<file path="config.mk">
export PLATFORM = sky130hd
export DESIGN_NAME = blob_tile_neighbor_mask
export DESIGN_NICKNAME = d
export VERILOG_FILES = /design/src/hdl/btnm_pkg.sv /design/src/hdl/btnm_row_store.sv /design/src/hdl/btnm_window.sv /design/src/hdl/blob_tile_neighbor_mask.sv
export SDC_FILE = /design/constraint.sdc
export NUM_CORES = 2
export LEC_CHECK = 0
export ABC_AREA = 1
export BUFFER_PORTS_ARGS = -buffer_cell sky130_fd_sc_hd__buf_2
export CAP_MARGIN = 25
export CELL_PAD_IN_SITES_DETAIL_PLACEMENT = 1
export CELL_PAD_IN_SITES_GLOBAL_PLACEMENT = 1
export CORE_MARGIN = 8
export CORE_UTILIZATION = 46
export DETAILED_ROUTE_END_ITERATION = 7
export HOLD_SLACK_MARGIN = 0.05
export PLACE_DENSITY = 0.83
export SYNTH_ARGS = -nofsm -noshare
export SYNTH_HDL_FRONTEND = slang
export SYNTH_SLANG_ARGS = --single-unit
</file>
<file path="constraint.sdc">
create_clock -name clock -period 14 [get_ports clock]
set_clock_uncertainty 0.2 [all_clocks]
set_input_delay 2.8 -clock clock [delete_from_list [all_inputs] [get_ports clock]]
set_output_delay 2.8 -clock clock [all_outputs]
set_load 0.02 [all_outputs]
</file>
<file path="src/hdl/btnm_pkg.sv">
package btnm_pkg;

   localparam int MAX_WIDTH  = 1024;
   localparam int MAX_HEIGHT = 4096;

   localparam int COL_W  = $clog2(MAX_WIDTH);       // column index
   localparam int WID_W  = $clog2(MAX_WIDTH + 1);   // effective width, 1..MAX_WIDTH
   localparam int HGT_W  = $clog2(MAX_HEIGHT + 1);  // effective height
   localparam int ROW_W  = $clog2(MAX_HEIGHT + 2);  // row position, runs to height + 1

   localparam int CSR_DATA_W  = 13;
   localparam int CSR_INDEX_W = 1;
   localparam int FW_BITS     = 11;
   localparam int FH_BITS     = 13;

   localparam logic [CSR_INDEX_W-1:0] REG_FRAME_WIDTH  = 1'b0;
   localparam logic [CSR_INDEX_W-1:0] REG_FRAME_HEIGHT = 1'b1;

   localparam logic OP_PIXEL = 1'b0;
   localparam logic OP_FLUSH = 1'b1;

   localparam int WIDTH_RESET  = 64;
   localparam int HEIGHT_RESET = 64;

   // item held between the input register and the window stage
   typedef struct packed {
      logic             cur;
      logic [COL_W-1:0] col;
      logic [ROW_W-1:0] row;
   } item_type;

   // window bit for column c (0 left .. 2 right), row r (0 top .. 2 bottom)
   function automatic int win_idx(input int c, input int r);
      return c * 3 + r;
   endfunction

   // neighbor mask; a_* say whether that side lies inside the frame
   function automatic logic [7:0] tile_mask_fn(
      input logic center,
      input logic tp, input logic trp, input logic rp, input logic brp,
      input logic bp, input logic blp, input logic lp, input logic tlp,
      input logic a_top, input logic a_bot, input logic a_left, input logic a_right);
      logic       t, r, b, l;
      logic [7:0] m;
      t = a_top & tp;
      r = a_right & rp;
      b = a_bot & bp;
      l = a_left & lp;
      m[0] = t;
      m[1] = t & r & trp;
      m[2] = r;
      m[3] = r & b & brp;
      m[4] = b;
      m[5] = b & l & blp;
      m[6] = l;
      m[7] = l & t & tlp;
      return center ? m : 8'd0;
   endfunction

endpackage

</file>
<file path="src/hdl/btnm_row_store.sv">
module btnm_row_store (
   input  logic                      clock,
   input  logic                      reset,
   input  logic                      rd_en,
   input  logic [btnm_pkg::COL_W-1:0] rd_addr,
   input  logic                      wr_en,
   input  logic [btnm_pkg::COL_W-1:0] wr_addr,
   input  logic [1:0]                wr_data,
   output logic [1:0]                rd_data
);
   import btnm_pkg::*;

   // bit 1: two rows back, bit 0: one row back
   logic [1:0] mem [MAX_WIDTH];
   logic [1:0] rd_ff;
   logic [1:0] byp_data_ff;
   logic       byp_ff;

   always_ff @(posedge clock) begin
      if (wr_en) begin
         mem[wr_addr] <= wr_data;
      end
      if (rd_en) begin
         rd_ff       <= mem[rd_addr];
         byp_data_ff <= wr_data;
      end
   end

   // one-pixel rows read the entry written in the same cycle
   always_ff @(posedge clock) begin
      if (reset) begin
         byp_ff <= 1'b0;
      end else if (rd_en) begin
         byp_ff <= wr_en && (wr_addr == rd_addr);
      end
   end

   assign rd_data = byp_ff ? byp_data_ff : rd_ff;

endmodule

</file>
<file path="src/hdl/btnm_window.sv">
module btnm_window (
   input  logic                       clock,
   input  logic                       reset,
   input  logic                       clear,
   input  logic                       adv,
   input  btnm_pkg::item_type         item,
   input  logic [1:0]                 rd_data,
   input  logic [btnm_pkg::WID_W-1:0] width,
   input  logic [btnm_pkg::HGT_W-1:0] height,
   input  logic                       rsp_stall,
   output logic                       out_free,
   output logic                       rsp_valid,
   output logic [7:0]                 rsp_tile_mask,
   output logic                       rsp_last_of_frame
);
   import btnm_pkg::*;

   logic [8:0]       win_ff, win_in;
   logic             rsp_valid_ff;
   logic [7:0]       mask_ff, mask_in;
   logic             last_ff, last_in;
   logic             emit_in;
   logic             row_start, in_row;
   logic [ROW_W-1:0] h_row;

   assign h_row    = ROW_W'(height);
   assign win_in   = {item.cur, rd_data[0], rd_data[1], win_ff[8:3]};

   assign row_start = (item.col == '0) && (item.row >= ROW_W'(2));
   assign in_row    = (item.col != '0) && (item.row >= ROW_W'(1));

   always_comb begin
      emit_in = row_start || in_row;
      mask_in = 8'd0;
      last_in = 1'b0;
      if (row_start) begin
         // last pixel two rows back, before this item shifts in
         mask_in = tile_mask_fn(win_ff[win_idx(2, 1)],
            win_ff[win_idx(2, 0)], 1'b0, 1'b0, 1'b0,
            win_ff[win_idx(2, 2)], win_ff[win_idx(1, 2)],
            win_ff[win_idx(1, 1)], win_ff[win_idx(1, 0)],
            item.row >= ROW_W'(3), item.row <= h_row,
            width >= WID_W'(2), 1'b0);
         last_in = (item.row == h_row + ROW_W'(1));
      end else if (in_row) begin
         // right neighbor is the current item, always inside the frame
         mask_in = tile_mask_fn(win_in[win_idx(1, 1)],
            win_in[win_idx(1, 0)], win_in[win_idx(2, 0)],
            win_in[win_idx(2, 1)], win_in[win_idx(2, 2)],
            win_in[win_idx(1, 2)], win_in[win_idx(0, 2)],
            win_in[win_idx(0, 1)], win_in[win_idx(0, 0)],
            item.row >= ROW_W'(2), item.row < h_row,
            item.col >= COL_W'(2), 1'b1);
      end
   end

   assign out_free = !rsp_valid_ff || !rsp_stall;

   always_ff @(posedge clock) begin
      if (reset || clear) begin
         win_ff <= '0;
      end else if (adv) begin
         win_ff <= win_in;
      end
   end

   always_ff @(posedge clock) begin
      if (reset) begin
         rsp_valid_ff <= 1'b0;
      end else if (out_free) begin
         rsp_valid_ff <= adv && emit_in;
      end
   end

   always_ff @(posedge clock) begin
      if (adv && out_free) begin
         mask_ff <= mask_in;
         last_ff <= last_in;
      end
   end

   assign rsp_valid         = rsp_valid_ff;
   assign rsp_tile_mask     = mask_ff;
   assign rsp_last_of_frame = last_ff;

endmodule

</file>
<file path="src/hdl/blob_tile_neighbor_mask.sv">
// Streaming 8-neighbor tile mask over a binary raster.
// Request channel (req_valid / req_stall): one item per transfer, pixels in row
// order; req_op selects pixel or flush, req_is_white gives the pixel color.
// Response channel (rsp_valid / rsp_stall): tile mask of the pixel one row plus
// one pixel behind the current input, with rsp_last_of_frame on the final pixel.
// Items after the last row (flush items) drain the final row; width + 1 of them.
// Throughput: one item per clock while the response is not stalled. Each item
// sits in the input register (row store read) and then lands in the response
// register, from which its result is presented on the response channel.
// The 2-bit x MAX_WIDTH row store has one read and one write port per cycle.
// CSR writes (csr_we, csr_index, csr_wdata) set frame width / height and
// restart the frame; write only while the block is idle.
// Reset: synchronous; frame size back to 64 x 64, position and window cleared.
// Row store contents are not cleared; stale entries only feed out-of-frame sides.
// rsp_stall holds the response; the input register keeps taking one item
// while the response waits, then req_stall rises.
module blob_tile_neighbor_mask (
   input  logic                             clock,
   input  logic                             reset,
   input  logic                             req_valid,
   output logic                             req_stall,
   input  logic                             req_op,
   input  logic                             req_is_white,
   output logic                             rsp_valid,
   input  logic                             rsp_stall,
   output logic [7:0]                       rsp_tile_mask,
   output logic                             rsp_last_of_frame,
   input  logic                             csr_we,
   input  logic [btnm_pkg::CSR_INDEX_W-1:0] csr_index,
   input  logic [btnm_pkg::CSR_DATA_W-1:0]  csr_wdata
);
   import btnm_pkg::*;

   logic [WID_W-1:0] frame_w_ff, frame_w_in;
   logic [HGT_W-1:0] frame_h_ff, frame_h_in;
   logic [COL_W-1:0] col_ff, col_in;
   logic [ROW_W-1:0] row_ff, row_in;
   logic [WID_W-1:0] col_next;
   logic [ROW_W-1:0] h_row;
   logic [FW_BITS-1:0] fw_val;
   logic [FH_BITS-1:0] fh_val;
   item_type         item_ff;
   logic             item_valid_ff;
   logic             accept, adv, out_free;
   logic [1:0]       rd_data;

   assign accept = req_valid && !req_stall;
   assign adv    = item_valid_ff && out_free;
   assign req_stall = item_valid_ff && !out_free;

   // clamp register writes into range
   assign fw_val = csr_wdata[FW_BITS-1:0];
   assign fh_val = csr_wdata[FH_BITS-1:0];

   always_comb begin
      frame_w_in = frame_w_ff;
      frame_h_in = frame_h_ff;
      unique case (csr_index)
         REG_FRAME_WIDTH: begin
            if (fw_val == '0) frame_w_in = WID_W'(1);
            else if (fw_val > FW_BITS'(MAX_WIDTH)) frame_w_in = WID_W'(MAX_WIDTH);
            else frame_w_in = WID_W'(fw_val);
         end
         REG_FRAME_HEIGHT: begin
            if (fh_val == '0) frame_h_in = HGT_W'(1);
            else if (fh_val > FH_BITS'(MAX_HEIGHT)) frame_h_in = HGT_W'(MAX_HEIGHT);
            else frame_h_in = HGT_W'(fh_val);
         end
         default: ;
      endcase
   end

   always_ff @(posedge clock) begin
      if (reset) begin
         frame_w_ff <= WID_W'(WIDTH_RESET);
         frame_h_ff <= HGT_W'(HEIGHT_RESET);
      end else if (csr_we) begin
         frame_w_ff <= frame_w_in;
         frame_h_ff <= frame_h_in;
      end
   end

   // frame position of the next transfer
   assign h_row    = ROW_W'(frame_h_ff);
   assign col_next = WID_W'(col_ff) + WID_W'(1);

   always_comb begin
      col_in = col_ff;
      row_in = row_ff;
      if (row_ff > h_row) begin
         col_in = '0;
         row_in = '0;
      end else if (col_next >= frame_w_ff) begin
         col_in = '0;
         row_in = row_ff + ROW_W'(1);
      end else begin
         col_in = col_next[COL_W-1:0];
      end
   end

   always_ff @(posedge clock) begin
      if (reset || csr_we) begin
         col_ff <= '0;
         row_ff <= '0;
      end else if (accept) begin
         col_ff <= col_in;
         row_ff <= row_in;
      end
   end

   always_ff @(posedge clock) begin
      if (reset) begin
         item_valid_ff <= 1'b0;
      end else if (accept) begin
         item_valid_ff <= 1'b1;
      end else if (adv) begin
         item_valid_ff <= 1'b0;
      end
   end

   always_ff @(posedge clock) begin
      if (accept) begin
         item_ff.cur <= (req_op == OP_PIXEL) && (row_ff < h_row) && req_is_white;
         item_ff.col <= col_ff;
         item_ff.row <= row_ff;
      end
   end

   btnm_row_store u_row_store (
      .clock   (clock),
      .reset   (reset),
      .rd_en   (accept),
      .rd_addr (col_ff),
      .wr_en   (adv),
      .wr_addr (item_ff.col),
      .wr_data ({rd_data[0], item_ff.cur}),
      .rd_data (rd_data)
   );

   btnm_window u_window (
      .clock             (clock),
      .reset             (reset),
      .clear             (csr_we),
      .adv               (adv),
      .item              (item_ff),
      .rd_data           (rd_data),
      .width             (frame_w_ff),
      .height            (frame_h_ff),
      .rsp_stall         (rsp_stall),
      .out_free          (out_free),
      .rsp_valid         (rsp_valid),
      .rsp_tile_mask     (rsp_tile_mask),
      .rsp_last_of_frame (rsp_last_of_frame)
   );

endmodule

</file>
==> impl_metrics.py <==
metrics = {
    "outcome": {
        "status": "complete, no violations",
    },
    "timing": {
        "fmax_mhz": 159,
        "fin_crit_ns": 6.30,
        "rsz0062_at_grt": "false",
        "worst_pin_slew_ns": 1.34,
        "final-hold-violation-count": 0,
        "setup_ws_ns": 7.70,
        "finalSetupViolCount": 0,
        "relSlewSlack": 0.104,
        "drv_slew": 0,
        "period_share": 0.450,
    },
    "route": {
        "dr_total_vias": 69642,
        "drtPass1Iterations": 8,
        "vias_per_cell": 6.00,
        "routedWlPerCell_um": 26.0,
        "drc": 0,
        "drt_wl_total_mm": 302,
        "detail_route.iter0.violations": 7941,
        "drt.antenna.violating_nets": 0,
    },
    "logic_synthesis": {
        "avgSynthCellArea_um2": 10.4,
        "async_flop_share": 0,
        "syn_inst": 9032,
        "synth_compound_area_frac": 0.0448,
        "yosysUniqueCellTypes": 45,
        "yosysWarnings": 0,
        "synthXorXnorAreaFrac": 0.00393,
        "synth-seq-cells": 2141,
        "ys_seq_area_frac": 0.681,
        "synth_edf_count": 2085,
        "synth_mux_area_frac": 0.000107,
        "synth_top_family_by_area": "simple AND/OR/NAND/NOR gates",
        "syn_area_um2": 93600,
        "synthFlopType": "edfxtp_1",
        "synth_fa_ha_area_frac": 0.00535,
        "yosys.area_share.simple": 0.218,
        "syn_nets": 9093,
    },
    "floorplanning": {
        "num_rows": 165,
        "die-area_um2": 218000,
        "dieHeight_um": 467,
        "ioPinCount": 32,
        "core_area_um2": 202000,
        "initial_core_util": 0.463,
        "die_w_um": 467,
    },
    "clock_tree": {
        "cts_resized": 0,
        "cts_buffer_depth": 3,
        "clk_pin_slew_ns": 0.06,
        "clk_latency_ns": 0.88,
        "h-tree-depth": 4,
        "cts_tree": "built",
        "root_buffer": "clkbuf_16",
        "ctsHoldBuffers": 0,
        "cts_setup_buffers": 0,
        "clock_sinks": 2141,
        "cts_buffers": 215,
    },
    "critical_path": {
        "crit_top_cell": "buf_2",
        "setup.worst_path.class": "in -> out",
        "cp.required_ns": 11.00,
        "path_buf_inv": 2,
        "cp_slowest_cell": "buf_2",
        "cp-start-kind": "primary input",
        "cpPeakStageDelay_ns": 0.19,
        "cp_data_arrival_time_ns": 3.30,
        "critPathMaxFanout": 3,
        "endpoint_kind": "primary output",
        "critPathTopFamily": "buffers and inverters",
        "path_cells": "buf_2 -> nand2_1 -> nor2_1 -> buf_2",
    },
    "place": {
        "pre_cts_ws_ns": 7.72,
        "port_buffers": 31,
        "place.gp.congestion": 0.832,
        "hpwl_mm": 164,
    },
    "cells_and_area": {
        "layout_common_cells": "edfxtp_1 (2085), nor2_1 (1957), nand2_1 (1907)",
        "area_growth_syn_to_layout_pct": 9.44,
        "final_common_cell": "edfxtp_1",
        "layout-drive-gt1-share": 0.0577,
        "fin_nets": 8818,
        "fillCellCount": 21727,
    },
    "grt": {
        "overflow": 0,
        "grt_max_degree": 245,
        "grt_usage": 0.268,
        "antenna_found_initial": 7,
        "grt_pass1_vias": 73763,
        "grt_first_pass_wirelength_mm": 448,
    },
    "min_path": {
        "hp-class": "reg -> reg",
    },
    "power": {
        "power_mw": 13.2,
        "p_leak_nw": 35.4,
        "power_density_nw_per_um2": 129,
        "vdd_ir_drop_max_uv": 148,
    },
    "job": {
        "maxCapViolations": 0,
    },
}
==> through the flow <==
stage | cell area [µm²] | utilization | hold WS, ns | TNS (ns) | instances
after floorplan | 93600 | - | 0.203 | -961.18 | 9032
after global placement | 95300 | 0.471 | 0.258 | 0 | 11196
after detailed placement | 95600 | 0.473 | 0.268 | 0 | 11209
after CTS | 102000 | 0.506 | 0.287 | 0 | 11605
after global routing | 102000 | 0.506 | 0.310 | 0 | 11610
final | 102000 | 0.507 | 0.287 | 0 | 11612
==> state kept, by name, indices dropped and copies added, names as in the netlist, 6 cells and up <==
register	cells
frame_w_ff	11
u_window.rsp_tile_mask	8
frame_h_ff	13
item_ff	24
u_row_store.mem	2048
row_ff	13
u_window.win_ff	6
col_ff	10
==> layout make-up <==
class                      instances  area, µm²  area share
clock inverter                   129       1160      0.0113
antenna                            4       10.0   0.0000977
tap                             2672       3340      0.0326
sequential                      2141      63700       0.622
inverter                         345       1350      0.0131
multi-input combinational       5891      25700       0.251
timing repair buffer             163       1560      0.0152
clock buffer                     267       5610      0.0547
==> kinds of logic (layout without fill, tap and decap cells) <==
group                    Yosys count  in the layout
AND/OR/NAND/NOR                 5038           5038
flip-flops                      2141           2141
buffers and inverters           1000            904
AO/OA/AOI/OAI                    770            770
XOR/XNOR                          42             42
adder cells (fa/ha/maj)           40             40
multiplexers                       1              1
other                              0              4
==> cells in the mapped netlist, types with 2 or more instances <==
library cell	instances	area [µm²]
nor4_1	5	31.3
dfxtp_1	56	1120
buf_6	20	225
o22ai_1	21	131
clkbuf_1	293	1100
xnor2_1	15	131
a21boi_0	2	15.0
ha_1	40	500
buf_4	58	435
a22oi_1	3	22.5
xor2_1	27	236
o211ai_1	104	781
o21ai_0	487	2440
edfxtp_1	2085	62600
inv_2	3	11.3
nor2_1	1960	7360
inv_1	334	1250
or2_2	15	93.8
o21ai_1	31	155
a21oi_1	105	526
clkinv_1	7	26.3
o2111ai_1	2	17.5
buf_2	204	1020
o311ai_0	2	17.5
a31oi_1	3	18.8
nand3_1	1068	5350
nand2_1	1926	7230
nand4_1	25	156
nor3_1	32	160
a211oi_1	6	45.0
buf_1	79	297
==> path summary, 6_finish.rpt <==
path                 start                    to  slack (ns)  cells past startpoint
min          frame_w_ff[5]         frame_w_ff[5]        0.29                      2
max reg2reg      col_ff[0]  u_row_store.rd_ff[0]        7.93                     22
min reg2reg  frame_w_ff[5]         frame_w_ff[5]        0.29                      2
max              rsp_stall             req_stall        7.70                      4
==> worst min-delay path: cells and delay by family (launching register included) <==
| family | cells | cell delay, ns |
|---|---|---|
| compound gates | 1 | 0.06 |
| flops | 1 | 0.32 |
| simple gates | 1 | 0.07 |
==> layer usage <==
metal	GRT usage	wire, µm
met5	0	25
met1	0.329	112000
met3	0.0472	25700
met2	0.451	147000
met4	0.148	17900
==> power by group <==
| part | switching [mW] | leakage (nW) | internal [mW] |
|---|---|---|---|
| Combinational | 0.430 | 12.8 | 0.112 |
| Sequential | 0.0167 | 19.3 | 7.05 |
| Clock | 2.53 | 3.29 | 3.09 |
No activity file was read; power rests on OpenSTA's default activity.
